## config.mk

```make
export PLATFORM = sky130hd
export DESIGN_NAME = ising_metropolis_spin_update_top_flat
export DESIGN_NICKNAME = d
export VERILOG_FILES = /design/src/rtl/isu_pkg.sv /design/src/rtl/isu_if.sv /design/src/rtl/isu_row_mem.sv /design/src/rtl/ising_metropolis_spin_update_top.sv /design/src/flat_wrapper.sv
export SDC_FILE = /design/constraint.sdc
export NUM_CORES = 2
export LEC_CHECK = 0
export ABC_AREA = 1
export BUFFER_PORTS_ARGS = -buffer_cell sky130_fd_sc_hd__buf_2
export CORE_ASPECT_RATIO = 0.75
export CORE_UTILIZATION = 28
export CTS_BUF_LIST = sky130_fd_sc_hd__clkbuf_4 sky130_fd_sc_hd__clkbuf_8
export DETAILED_ROUTE_END_ITERATION = 12
export PLACE_DENSITY_LB_ADDON = 0.08
export SLEW_MARGIN = 20
export SYNTH_ARGS = -nofsm -noshare
export SYNTH_HDL_FRONTEND = slang
export SYNTH_SLANG_ARGS = --single-unit
```

## constraint.sdc

```tcl
create_clock -name clk -period 8.55 [get_ports clk]
set_input_delay 1.71 -clock clk [delete_from_list [all_inputs] [get_ports clk]]
set_output_delay 1.71 -clock clk [all_outputs]
set_load 0.05 [all_outputs]
```

## src/rtl/isu_pkg.sv

```systemverilog
// ----------------------------------------------------------------------------
// isu_pkg: shared definitions for the ising metropolis spin update
// field widths, register indexes and controller states
// ----------------------------------------------------------------------------
package isu_pkg;

	localparam int ISU_SIDE   = 32;
	localparam int ROW_W      = 5;
	localparam int RAND_W     = 16;
	localparam int CHANGE_W   = 4;
	localparam int TOTAL_W    = 12;
	localparam int CFG_IDX_W  = 2;
	localparam int CFG_DATA_W = 16;
	localparam int THR_NUM    = 4;

	localparam logic [CFG_IDX_W-1:0] CFG_THR_E1 = CFG_IDX_W'(0);
	localparam logic [CFG_IDX_W-1:0] CFG_THR_E2 = CFG_IDX_W'(1);
	localparam logic [CFG_IDX_W-1:0] CFG_THR_E3 = CFG_IDX_W'(2);
	localparam logic [CFG_IDX_W-1:0] CFG_THR_E4 = CFG_IDX_W'(3);

	typedef enum logic [1:0] {
		ST_CLEAR,
		ST_IDLE,
		ST_CALC
	} isu_state_t;

endpackage

```

## src/rtl/isu_if.sv

```systemverilog
// ----------------------------------------------------------------------------
// isu_if: channel interfaces of the spin update block
// proposal beats in, result beats out, configuration writes in
// ----------------------------------------------------------------------------
interface isu_item_if;
	import isu_pkg::*;
	logic              valid;
	logic              ready;
	logic [ROW_W-1:0]  site_row;
	logic [ROW_W-1:0]  site_col;
	logic [RAND_W-1:0] accept_rand;
	modport source (output valid, output site_row, output site_col, output accept_rand,
		input ready);
	modport sink (input valid, input site_row, input site_col, input accept_rand,
		output ready);
endinterface

interface isu_result_if;
	import isu_pkg::*;
	logic                       valid;
	logic                       ready;
	logic                       flip_accepted;
	logic                       site_spin;
	logic signed [CHANGE_W-1:0] energy_change;
	logic signed [TOTAL_W-1:0]  spin_total;
	modport source (output valid, output flip_accepted, output site_spin,
		output energy_change, output spin_total, input ready);
	modport sink (input valid, input flip_accepted, input site_spin,
		input energy_change, input spin_total, output ready);
endinterface

interface isu_cfg_if;
	import isu_pkg::*;
	logic                  valid;
	logic                  ready;
	logic [CFG_IDX_W-1:0]  index;
	logic [CFG_DATA_W-1:0] data;
	modport source (output valid, output index, output data, input ready);
	modport sink (input valid, input index, input data, output ready);
endinterface

```

## src/rtl/isu_row_mem.sv

```systemverilog
// ----------------------------------------------------------------------------
// isu_row_mem: lattice row memory
// one write port, two read ports, read data registered
// ----------------------------------------------------------------------------
module isu_row_mem #(
	parameter int WIDTH = 32,
	parameter int DEPTH = 16,
	parameter int AW    = 4
) (
	input  logic             clk,
	input  logic             rd_en,
	input  logic [AW-1:0]    rd_addr_a,
	input  logic [AW-1:0]    rd_addr_b,
	output logic [WIDTH-1:0] rd_data_a,
	output logic [WIDTH-1:0] rd_data_b,
	input  logic             wr_en,
	input  logic [AW-1:0]    wr_addr,
	input  logic [WIDTH-1:0] wr_data
);

	logic [WIDTH-1:0] mem_q [DEPTH];

	always_ff @(posedge clk) begin
		if (wr_en) begin
			mem_q[wr_addr] <= wr_data;
		end
	end

	always_ff @(posedge clk) begin
		if (rd_en) begin
			rd_data_a <= mem_q[rd_addr_a];
			rd_data_b <= mem_q[rd_addr_b];
		end
	end

endmodule

```

## src/rtl/ising_metropolis_spin_update_top.sv

```systemverilog
// ----------------------------------------------------------------------------
// ising_metropolis_spin_update_top: metropolis spin flip on a square lattice
// open boundaries, Q0.16 acceptance thresholds, running spin sum
// ----------------------------------------------------------------------------
// a proposal and its row reads are registered on acceptance, evaluated in
//   ST_CALC and its result registered once the result register is free
// one proposal at a time, set by the read-modify-write of the even/odd row
//   memories (read all five spins, write the center row back)
// reset: thresholds 0, spin sum SIDE*SIDE, then a clearing pass sets every
//   spin to +1; no proposal is taken during the pass, configuration writes are
module ising_metropolis_spin_update_top #(
	parameter int SIDE = isu_pkg::ISU_SIDE
) (
	input  logic         clk,
	input  logic         arst_n,
	isu_item_if.sink     item,
	isu_result_if.source result,
	isu_cfg_if.sink      cfg
);
	import isu_pkg::*;

	localparam int DEPTH_E = (SIDE + 1) / 2;
	localparam int DEPTH_O = SIDE / 2;
	localparam int AE      = (DEPTH_E > 1) ? $clog2(DEPTH_E) : 1;
	localparam int AO      = (DEPTH_O > 1) ? $clog2(DEPTH_O) : 1;
	localparam int CIW     = $clog2(SIDE);
	localparam int SUM_W   = $clog2(SIDE * SIDE + 1) + 1;
	localparam logic SUM_PAR = ((SIDE * SIDE) % 2) != 0;

	typedef logic [SIDE-1:0] word_t;

	isu_state_t state_q, state_nx;

	logic [AE-1:0]           clr_cnt_q;
	logic                    clr_last;
	logic                    in_ready;
	logic                    in_acc;
	logic                    clr_wr;
	logic                    fire;

	logic [RAND_W-1:0]       thr_q [THR_NUM];
	logic signed [SUM_W-1:0] sum_q, sum_nx;

	logic [ROW_W-1:0]        row_s1, col_s1;
	logic [RAND_W-1:0]       rand_s1;
	logic                    ok_s1;

	logic                    out_v_q;
	logic                    out_acc_q, out_spin_q;
	logic signed [CHANGE_W-1:0] out_chg_q;
	logic signed [TOTAL_W-1:0]  out_tot_q;

	logic [ROW_W-1:0]        r_in, c_in, rm1_in;
	logic [ROW_W:0]          rp1_in;
	logic                    ok_in, dn_in;
	logic [AE-1:0]           e_ra, e_rb, e_wa;
	logic [AO-1:0]           o_ra, o_rb, o_wa;
	logic                    e_we, o_we;
	word_t                   e_wd, o_wd;
	word_t                   e_da, e_db, o_da, o_db;

	word_t                   cw, uw, dw, nw, hot;
	logic [CIW-1:0]          ci, cl, cr;
	logic                    old, up_ok, dn_ok, lf_ok, rt_ok;
	logic signed [CHANGE_W-1:0] nsum, chg, chg_m1;
	logic [RAND_W-1:0]       thr_sel;
	logic                    acc, spin_nx;

	function automatic logic signed [CHANGE_W-1:0] contrib(input logic ok, input logic s);
		logic signed [CHANGE_W-1:0] v;
		v = '0;
		if (ok) begin
			v = s ? CHANGE_W'(1) : -CHANGE_W'(1);
		end
		return v;
	endfunction

	// controller
	always_comb begin
		state_nx = state_q;
		case (state_q)
			ST_CLEAR: if (clr_last) state_nx = ST_IDLE;
			ST_IDLE:  if (in_acc) state_nx = ST_CALC;
			ST_CALC:  if (fire) state_nx = ST_IDLE;
			default:  state_nx = ST_CLEAR;
		endcase
	end

	always_comb begin
		in_ready = 1'b0;
		clr_wr   = 1'b0;
		fire     = 1'b0;
		case (state_q)
			ST_CLEAR: clr_wr = 1'b1;
			ST_IDLE:  in_ready = 1'b1;
			ST_CALC:  fire = !out_v_q || result.ready;
			default: begin
				in_ready = 1'b0;
			end
		endcase
	end

	assign in_acc     = item.valid && in_ready;
	assign item.ready = in_ready;
	assign clr_last   = clr_cnt_q == AE'(DEPTH_E - 1);

	always_ff @(posedge clk or negedge arst_n) begin
		if (!arst_n) begin
			state_q   <= ST_CLEAR;
			clr_cnt_q <= '0;
		end else begin
			state_q <= state_nx;
			if (clr_wr) begin
				clr_cnt_q <= clr_cnt_q + AE'(1);
			end
		end
	end

	// configuration
	assign cfg.ready = 1'b1;

	always_ff @(posedge clk or negedge arst_n) begin
		if (!arst_n) begin
			for (int i = 0; i < THR_NUM; i++) begin
				thr_q[i] <= '0;
			end
		end else if (cfg.valid) begin
			case (cfg.index)
				CFG_THR_E1: thr_q[0] <= cfg.data;
				CFG_THR_E2: thr_q[1] <= cfg.data;
				CFG_THR_E3: thr_q[2] <= cfg.data;
				CFG_THR_E4: thr_q[3] <= cfg.data;
				default: begin
				end
			endcase
		end
	end

	// read addresses: center row from its parity memory, rows above and below
	// from the other one
	always_comb begin
		r_in   = item.site_row;
		c_in   = item.site_col;
		rm1_in = r_in - ROW_W'(1);
		rp1_in = {1'b0, r_in} + (ROW_W + 1)'(1);
		ok_in  = (int'(r_in) < SIDE) && (int'(c_in) < SIDE);
		dn_in  = ok_in && (int'(rp1_in) < SIDE);
		e_ra   = '0;
		e_rb   = '0;
		o_ra   = '0;
		o_rb   = '0;
		if (ok_in) begin
			if (r_in[0]) begin
				o_ra = AO'(r_in >> 1);
				e_ra = AE'(rm1_in >> 1);
				if (dn_in) e_rb = AE'(rp1_in >> 1);
			end else begin
				e_ra = AE'(r_in >> 1);
				if (r_in != '0) o_ra = AO'(rm1_in >> 1);
				if (dn_in) o_rb = AO'(rp1_in >> 1);
			end
		end
	end

	always_ff @(posedge clk) begin
		if (in_acc) begin
			row_s1  <= item.site_row;
			col_s1  <= item.site_col;
			rand_s1 <= item.accept_rand;
			ok_s1   <= ok_in;
		end
	end

	// spin evaluation on the read rows
	always_comb begin
		cw     = row_s1[0] ? o_da : e_da;
		uw     = row_s1[0] ? e_da : o_da;
		dw     = row_s1[0] ? e_db : o_db;
		ci     = CIW'(col_s1);
		cl     = CIW'(col_s1 - ROW_W'(1));
		cr     = CIW'({1'b0, col_s1} + (ROW_W + 1)'(1));
		up_ok  = row_s1 != '0;
		dn_ok  = (int'(row_s1) + 1) < SIDE;
		lf_ok  = col_s1 != '0;
		rt_ok  = (int'(col_s1) + 1) < SIDE;
		old    = cw[ci];
		nsum   = contrib(up_ok, uw[ci]) + contrib(dn_ok, dw[ci])
			+ contrib(lf_ok, lf_ok && cw[cl]) + contrib(rt_ok, rt_ok && cw[cr]);
		chg    = '0;
		if (ok_s1) begin
			chg = old ? nsum : -nsum;
		end
		chg_m1  = chg - CHANGE_W'(1);
		thr_sel = thr_q[chg_m1[1:0]];
		acc     = ok_s1 && ((chg <= 0) || (rand_s1 <= thr_sel));
		spin_nx = ok_s1 && (acc ? !old : old);
		hot     = '0;
		hot[ci] = 1'b1;
		nw      = cw ^ hot;
		sum_nx  = sum_q;
		if (acc) begin
			sum_nx = old ? sum_q - SUM_W'(2) : sum_q + SUM_W'(2);
		end
	end

	// write back: clearing pass or the updated center row
	always_comb begin
		if (clr_wr) begin
			e_we = 1'b1;
			o_we = int'(clr_cnt_q) < DEPTH_O;
			e_wa = clr_cnt_q;
			o_wa = AO'(clr_cnt_q);
			e_wd = '1;
			o_wd = '1;
		end else begin
			e_we = fire && acc && !row_s1[0];
			o_we = fire && acc && row_s1[0];
			e_wa = AE'(row_s1 >> 1);
			o_wa = AO'(row_s1 >> 1);
			e_wd = nw;
			o_wd = nw;
		end
	end

	isu_row_mem #(.WIDTH(SIDE), .DEPTH(DEPTH_E), .AW(AE)) u_even_mem (
		.clk       (clk),
		.rd_en     (in_acc),
		.rd_addr_a (e_ra),
		.rd_addr_b (e_rb),
		.rd_data_a (e_da),
		.rd_data_b (e_db),
		.wr_en     (e_we),
		.wr_addr   (e_wa),
		.wr_data   (e_wd)
	);

	isu_row_mem #(.WIDTH(SIDE), .DEPTH(DEPTH_O), .AW(AO)) u_odd_mem (
		.clk       (clk),
		.rd_en     (in_acc),
		.rd_addr_a (o_ra),
		.rd_addr_b (o_rb),
		.rd_data_a (o_da),
		.rd_data_b (o_db),
		.wr_en     (o_we),
		.wr_addr   (o_wa),
		.wr_data   (o_wd)
	);

	// spin sum and result register
	always_ff @(posedge clk or negedge arst_n) begin
		if (!arst_n) begin
			sum_q   <= SUM_W'(SIDE * SIDE);
			out_v_q <= 1'b0;
		end else begin
			if (fire) begin
				sum_q   <= sum_nx;
				out_v_q <= 1'b1;
			end else if (result.ready) begin
				out_v_q <= 1'b0;
			end
		end
	end

	always_ff @(posedge clk) begin
		if (fire) begin
			out_acc_q  <= acc;
			out_spin_q <= spin_nx;
			out_chg_q  <= chg;
			out_tot_q  <= TOTAL_W'(sum_nx);
		end
	end

	assign result.valid         = out_v_q;
	assign result.flip_accepted = out_acc_q;
	assign result.site_spin     = out_spin_q;
	assign result.energy_change = out_chg_q;
	assign result.spin_total    = out_tot_q;

	a_accept_to_calc: assert property (@(posedge clk) disable iff (!arst_n)
		(item.valid && item.ready) |=> (state_q == ST_CALC))
		else $error("accepted beat did not start evaluation");

	a_calc_holds: assert property (@(posedge clk) disable iff (!arst_n)
		(state_q == ST_CALC && result.valid && !result.ready) |=> (state_q == ST_CALC))
		else $error("evaluation finished into a full result register");

	a_sum_parity: assert property (@(posedge clk) disable iff (!arst_n)
		sum_q[0] == SUM_PAR)
		else $error("spin sum changed by an odd amount");

	a_reject_reason: assert property (@(posedge clk) disable iff (!arst_n)
		(result.valid && !result.flip_accepted && result.energy_change <= 0)
		|-> (result.energy_change == 0 && !result.site_spin))
		else $error("flip rejected at non-positive energy change");

endmodule
```

## src/flat_wrapper.sv

```systemverilog
// flat-port wrapper written by rule: the top's interface ports become plain ports
module ising_metropolis_spin_update_top_flat import isu_pkg::*;
#(
	parameter int SIDE = isu_pkg::ISU_SIDE
)
  (clk, arst_n, item_valid, item_site_row, item_site_col, item_accept_rand, item_ready, result_valid, result_flip_accepted, result_site_spin, result_energy_change, result_spin_total, result_ready, cfg_valid, cfg_index, cfg_data, cfg_ready);
  isu_item_if item_i ();
  isu_result_if result_i ();
  isu_cfg_if cfg_i ();
  input  logic clk;
  input  logic arst_n;
  input wire logic [$bits(item_i.valid)-1:0] item_valid;
  input wire logic [$bits(item_i.site_row)-1:0] item_site_row;
  input wire logic [$bits(item_i.site_col)-1:0] item_site_col;
  input wire logic [$bits(item_i.accept_rand)-1:0] item_accept_rand;
  output wire logic [$bits(item_i.ready)-1:0] item_ready;
  output wire logic [$bits(result_i.valid)-1:0] result_valid;
  output wire logic [$bits(result_i.flip_accepted)-1:0] result_flip_accepted;
  output wire logic [$bits(result_i.site_spin)-1:0] result_site_spin;
  output wire logic [$bits(result_i.energy_change)-1:0] result_energy_change;
  output wire logic [$bits(result_i.spin_total)-1:0] result_spin_total;
  input wire logic [$bits(result_i.ready)-1:0] result_ready;
  input wire logic [$bits(cfg_i.valid)-1:0] cfg_valid;
  input wire logic [$bits(cfg_i.index)-1:0] cfg_index;
  input wire logic [$bits(cfg_i.data)-1:0] cfg_data;
  output wire logic [$bits(cfg_i.ready)-1:0] cfg_ready;
  assign item_i.valid = item_valid;
  assign item_i.site_row = item_site_row;
  assign item_i.site_col = item_site_col;
  assign item_i.accept_rand = item_accept_rand;
  assign item_ready = item_i.ready;
  assign result_valid = result_i.valid;
  assign result_flip_accepted = result_i.flip_accepted;
  assign result_site_spin = result_i.site_spin;
  assign result_energy_change = result_i.energy_change;
  assign result_spin_total = result_i.spin_total;
  assign result_i.ready = result_ready;
  assign cfg_i.valid = cfg_valid;
  assign cfg_i.index = cfg_index;
  assign cfg_i.data = cfg_data;
  assign cfg_ready = cfg_i.ready;
  ising_metropolis_spin_update_top #(.SIDE(SIDE)) u_core (.clk(clk), .arst_n(arst_n), .item(item_i), .result(result_i), .cfg(cfg_i));
endmodule
```

* Word level (Yosys, flattened, before mapping)
Memories as Yosys holds them, arrays and structs flattened. A register that Yosys moved wholly into a read port is not among the register bits. Cells that the tools add are included.
Storage, ports and cells: bits in registers 127, RAM bits 1024, input bits 49, output and inout port bits 21, word-level logic and storage cells 128, memories kept 2
Cells by class: $add $sub $neg 14, $lt $le $gt $ge 10, equality and inequality tests 9, muxes and demuxes 53, bitwise operators 2, reduce and logical (&&, ||, !) cells 23
Memory list:
- u_core.u_even_mem.mem_q | words 16, width 32, read ports 2, clocked after Yosys merged registers in 2, write ports 1, RTL line isu_row_mem.sv:21 | logic [WIDTH-1:0] mem_q [DEPTH];
- u_core.u_odd_mem.mem_q | words 16, width 32, read ports 2, clocked after Yosys merged registers in 2, write ports 1, RTL line isu_row_mem.sv:21
Operators by type and width (number):
- two-way mux 32 bit | 4
- less-than comparator 32 x 7 -> 1 bit, second input constant | 2
- two-way mux 4 bit | 16
- binary-select mux 16 bit (select 2 bit) | 1
- two-way mux 16 bit | 2
- XOR 32 bit | 1
- binary-select mux 1 bit (select 5 bit) | 5
- two-way mux 12 bit | 2
- adder 5 x 1 -> 6 bit, second input constant | 3
- less-than comparator 5 x 6 -> 1 bit, second input constant | 3
- two-way mux 1 bit | 18
- <= comparator 16 bit | 1
- nonzero test 5 bit | 3
- adder 12 x 3 -> 12 bit, second input constant | 1
- adder 4 bit | 3
- subtractor 12 x 3 -> 12 bit, second input constant | 1
- subtractor 5 x 1 -> 5 bit, second input constant | 2
- AND reduction 2 bit | 4
- logical AND 1 bit | 7
- equality test 2 bit, second input constant | 3
- less-than comparator 6 bit, second input constant | 1
- two-way mux 2 bit | 3
- != test 2 x 1 -> 1 bit, second input constant | 3
- one-hot mux 2 bit (3 select lines) | 1
- other kinds (16) | 21

* Longest topological paths before layout
depth in word-level cells 22, gate-level depth with buffers 46

* By module
Synthesis repeated with hierarchy kept, for this count alone.
Unflattened totals: cells, all modules 7996, area total of the unflattened synthesis 68261.7 um2
Modules (own cells, without submodules):
- isu_row_mem at u_core.u_even_mem | instances 1, cells an instance 3317, area each 29318.1 um2, sequential area each 17296.6 um2
- isu_row_mem at u_core.u_odd_mem | instances 1, cells an instance 3317, area each 29311.9 um2, sequential area each 17296.6 um2
- ising_metropolis_spin_update_top | instances 1, cells an instance 1362, area each 9631.7 um2, sequential area each 3344.5 um2

* Worst setup path before layout
OpenSTA, ideal clock, no wires.
kind input-to-reg, from input item_valid, to register u_core.col_s1[0] (netlist: u_core.ci[0]), enable pin, arrival 8.095 ns, path slack -0.215 ns, cell stages on the path 2, path buffers 0, path through inv_1 -> nor2_1
On the way: word-level cells in the longest chain between the ends 1
RTL lines:
- start: declaration | RTL line flat_wrapper.sv:12 | input wire logic [$bits(item_i.valid)-1:0] item_valid;
- logical AND 1 bit | RTL line ising_metropolis_spin_update_top.sv:103 | assign in_acc = item.valid && in_ready;
- named net u_core.in_acc | RTL line ising_metropolis_spin_update_top.sv:37 | logic in_acc;
- end signal: assignment | RTL line ising_metropolis_spin_update_top.sv:168 | col_s1 <= item.site_col;
- end: declaration | RTL line ising_metropolis_spin_update_top.sv:44 | logic [ROW_W-1:0] row_s1, col_s1;
The timed path passes the listed nets, and every way through them passes these cells. A chain may end at the register's enable or synchronous reset.

* Worst setup path in the final report
from register u_core.row_s1[0], to memory u_core.u_even_mem.mem_q[7][28], enable pin
On the way: word-level cells in the longest chain between the ends 22
RTL lines:
- start: declaration | RTL line ising_metropolis_spin_update_top.sv:44
- start signal: assignment | RTL line ising_metropolis_spin_update_top.sv:167 | row_s1 <= item.site_row;
- parallel branches: the longest is 9 deep, another holds less-than comparator 32 x 7 -> 1 bit
- two-way mux 4 bit * | RTL line ising_metropolis_spin_update_top.sv:191 | chg = old ? nsum : -nsum;
- named net u_core.chg[1] | RTL line ising_metropolis_spin_update_top.sv:65 | logic signed [CHANGE_W-1:0] nsum, chg, chg_m1;
- subtractor 2 bit | RTL line ising_metropolis_spin_update_top.sv:193 | chg_m1 = chg - CHANGE_W'(1);
- inverter 2 -> 3 bit (implied by the code) | RTL line ising_metropolis_spin_update_top.sv:194 | thr_sel = thr_q[chg_m1[1:0]];
- binary-select mux 16 bit (select 2 bit) | RTL line ising_metropolis_spin_update_top.sv:194
- two-way mux 16 bit (implied by the code) (2 in a row) | RTL line ising_metropolis_spin_update_top.sv:194
- <= comparator 16 bit | RTL line ising_metropolis_spin_update_top.sv:195 | acc = ok_s1 && ((chg <= 0) || (rand_s1 <= thr_sel));
- logical OR 1 bit * | RTL line ising_metropolis_spin_update_top.sv:195
- logical AND 1 bit * (2 in a row) | RTL line ising_metropolis_spin_update_top.sv:216 | e_we = fire && acc && !row_s1[0];
- two-way mux 1 bit * | RTL line ising_metropolis_spin_update_top.sv:208 | if (clr_wr) begin
- two-way mux 1 bit * | RTL line isu_row_mem.sv:24 | if (wr_en) begin
- two-way mux 1 bit (implied by the code) * | RTL line isu_row_mem.sv:25 | mem_q[wr_addr] <= wr_data;
- end: declaration | RTL line isu_row_mem.sv:21
Mark *: on every way through the listed nets, which the timed path passes. The select of a mux whose other input is x is not followed.

==> results.py <==
metrics = {
    "global_route": {
        "grt_remaining_overflow": 0,
        "grt_pass1_wl_um": 353500,
        "grt_pass1_vias": 48640,
        "grt_max_degree": 170,
        "track_usage": 0.2073,
        "antenna_found_initial": 15,
    },
    "route": {
        "wire_per_inst_um": 24.91,
        "viasPerCell": 5.184,
        "finalWirelength_um": 245700,
        "drt_first_iter_violations": 4938,
        "drc_errors": 0,
        "vias": 51130,
        "antenna_left": 0,
        "drtPass1Iterations": 7,
    },
    "yosys": {
        "synth-edff-count": 1195,
        "synth_cells": 6732,
        "ys.flop_type": "edfxtp_1",
        "syn_area_per_cell_um2": 9.530,
        "yosys_warnings": 0,
        "ys_ff_latch": 1277,
        "syn-cell-area_mm2": 0.06416,
        "synth_nets": 6825,
        "async_flop_share": 0.06421,
        "synth_cell_type_count": 52,
        "yosysSeqAreaShare": 0.5913,
    },
    "sta": {
        "fmax_mhz": 122.6,
        "drv_slew": 0,
        "setup_viol": 0,
        "whs_ns": 0.4866,
        "finalCritPeriodShare": 0.9536,
        "clock_skew_ns": 0.09428,
        "final_hold_viol_count": 0,
        "timing.slew.headroom": 0.2258,
        "worst_pin_slew_ns": 1.157,
        "period_minus_slack_ns": 8.153,
        "rsz0062_at_grt": "false",
    },
    "layout": {
        "nNetsFinal": 6793,
        "layout_common_cells": "nand2_1 (1,263), edfxtp_1 (1,195), o21ai_0 (1,075), inv_1 (620), nor2_1 (403)",
        "fill_cells": 23160,
        "layout.cells.non_filler": 9863,
        "drive_gt1_frac": 0.1068,
        "area_growth_pct": 14.05,
        "layout_commonest_cell": "nand2_1",
    },
    "setup_path": {
        "critical_path.slowest_cell": "fa_1",
        "critPathKind": "reg2reg",
        "worst-endpoint-arrival_ns": 8.73,
        "endpoint_kind": "flip-flop",
        "crit_path_max_fanout": 57,
        "required_ns": 9.13,
        "max_stage_delay_ns": 0.61,
        "start_kind": "flip-flop",
    },
    "clocking": {
        "clock_latency_ns": 0.97,
        "clock_path_buffers": 4,
        "cts_max_level": 4,
        "cts_setup_buffers": 0,
        "cts_made_buffers": 229,
        "clkTransAtPathRegs_ns": 0.06,
        "cts.sink_count": 1277,
        "cts_resized": 0,
        "cts-root-buf": "clkbuf_8",
        "cts_tree": "built",
        "ctsHoldBuffers": 0,
    },
    "min_path": {
        "hp-class": "reg2reg",
    },
    "placement": {
        "hpwl_um": 157600,
        "place.gp.congestion": 0.9289,
        "post-place-cells": 9452,
        "numPortBuffers": 67,
    },
    "run": {
        "cap_viol_max_count": 0,
    },
    "power_and_ir_drop": {
        "ir_drop_uv": 188.1,
        "p_leak_nw": 26.16,
        "p_per_area_mw_per_mm2": 303.8,
    },
    "status": {
        "status": "finished, final reports clean",
    },
    "die": {
        "die_y_um": 416.6,
        "num_rows": 151,
        "die_w_um": 554.7,
        "num_io_pins": 70,
        "start_util": 0.2830,
        "fp.dieArea_mm2": 0.2311,
        "core_area_mm2": 0.2267,
    },
}
[routing by layer]
layer  vias up  global-route usage  wire length (um)
met5         -                   0                 0
met4         0             0.04967              5586
met3       321             0.02816             12840
met2      1580              0.3186            108000
met1     25420              0.3057            119300
li1      23810                   -                 -
[through the flow]
step	area [um^2]	TNS, ns	worst slack, ns	power [mW]	util
after floorplan	64160	-119.50	-0.1867	13.59	-
after global placement	68800	0	0.2743	16.81	0.3035
after detailed placement	68810	0	0.4533	16.75	0.3035
after CTS	73160	0	0.4382	22.56	0.3227
after global routing	73170	0	0.006491	23.47	0.3227
final	73170	0	0.3966	22.23	0.3227
[layout make-up]
| class | instances | area [um^2] | area share |
|---|---|---|---|
| flip-flops and latches | 1277 | 37940 | 0.5185 |
| multi-input cells | 4316 | 22440 | 0.3067 |
| clock buffers | 309 | 3784 | 0.05171 |
| well taps | 2983 | 3732 | 0.05101 |
| inverters | 635 | 2406 | 0.03288 |
| repair buffers | 241 | 2297 | 0.03140 |
| clock inverters | 101 | 566.8 | 0.007746 |
| diodes | 1 | 2.502 | 0.00003420 |
[cells by family after synthesis]
logic type / share of synthesized area
simple gates: 0.1364
flops: 0.5913
buf+inv: 0.06876
xor+xnor: 0.003003
fa+ha+maj: 0.009283
mux: 0.005929
other cells: 0.0001171
compound gates: 0.1852
[sequential cells by signal (all words and copies together), names as in the netlist]
name                         flops
u_core.u_even_mem.mem_q        512
u_core.u_odd_mem.mem_q         512
u_core.result.site_spin          1
u_core.rand_s1                  16
u_core.result.valid              1
u_core.row_s1                    5
u_core.result.flip_accepted      1
u_core.result.spin_total        11
u_core.u_even_mem.rd_data_b     32
u_core.u_even_mem.rd_data_a     32
u_core.ci                        5
u_core.thr_q                    64
u_core.u_odd_mem.rd_data_b      32
u_core.result.energy_change      4
u_core.state_q                   2
u_core.sum_q                    11
u_core.clr_cnt_q                 4
u_core.u_odd_mem.rd_data_a      32
[synthesized netlist by cell type, types with 2 or more instances]
cell type / count / share of area
inv_1: 625 / 0.037
buf_6: 6 / 0.0011
mux2_2: 32 / 0.0056
a21oi_2: 6 / 0.00082
ha_1: 38 / 0.0074
buf_1: 46 / 0.0027
o211ai_1: 258 / 0.030
clkbuf_1: 391 / 0.023
and2_1: 2 / 0.00019
nand3b_1: 2 / 0.00023
o21ai_1: 10 / 0.00078
nand4_1: 23 / 0.0022
nand2_1: 1267 / 0.074
o22ai_1: 154 / 0.015
o221ai_1: 64 / 0.0087
a32oi_1: 31 / 0.0042
mux2i_1: 2 / 0.00031
a32o_1: 15 / 0.0023
a21oi_1: 345 / 0.027
nor3_1: 8 / 0.00062
o21ai_0: 1078 / 0.084
buf_2: 56 / 0.0044
edfxtp_1: 1195 / 0.56
a221oi_1: 2 / 0.00027
buf_4: 5 / 0.00059
nand2_2: 2 / 0.00019
nand3_4: 3 / 0.00082
a31oi_1: 66 / 0.0064
nand3_1: 412 / 0.032
o21a_1: 34 / 0.0040
dfrtp_1: 81 / 0.032
a211oi_1: 3 / 0.00035
conb_1: 2 / 0.00012
nor2_4: 2 / 0.00035
xor2_1: 18 / 0.0025
nor2_2: 5 / 0.00049
o31ai_1: 3 / 0.00035
nor2_1: 408 / 0.024
clkinv_1: 2 / 0.00012
inv_2: 7 / 0.00041
xnor2_1: 4 / 0.00055
fa_1: 6 / 0.0019
nand2_4: 4 / 0.00070
[worst paths after layout]
check	slack, ns	start	cells past startpoint	endpoint
max	0.40	u_core.row_s1[0]	40	u_core.u_even_mem.mem_q[7][28]
min	0.49	u_core.thr_q[57]	2	u_core.thr_q[57]
max reg2reg	0.40	u_core.row_s1[0]	40	u_core.u_even_mem.mem_q[7][28]
min reg2reg	0.49	u_core.thr_q[57]	2	u_core.thr_q[57]
max in group asynchronous	6.71	arst_n	2	u_core.thr_q[15]
min in group asynchronous	0.60	arst_n	1	u_core.sum_q[2]
[critical path, delay by kind of cell, from the launching register on]
family,cells,cell delay (ns)
adder cells (fa/ha/maj),6,2.28
buffers and inverters,12,2.02
AND/OR/NAND/NOR,13,1.56
AO/OA/AOI/OAI,9,1.45
flip-flops,1,0.46
[where the power goes]
group | total [mW] | switching, mW | internal (mW) | leakage [nW]
clock network | 5.70 | 2.73 | 2.98 | 2.31
logic | 7.06 | 5.22 | 1.85 | 12.6
registers | 9.46 | 0.480 | 8.98 | 11.3
Note: power is estimated with default switching activity, not from simulation.
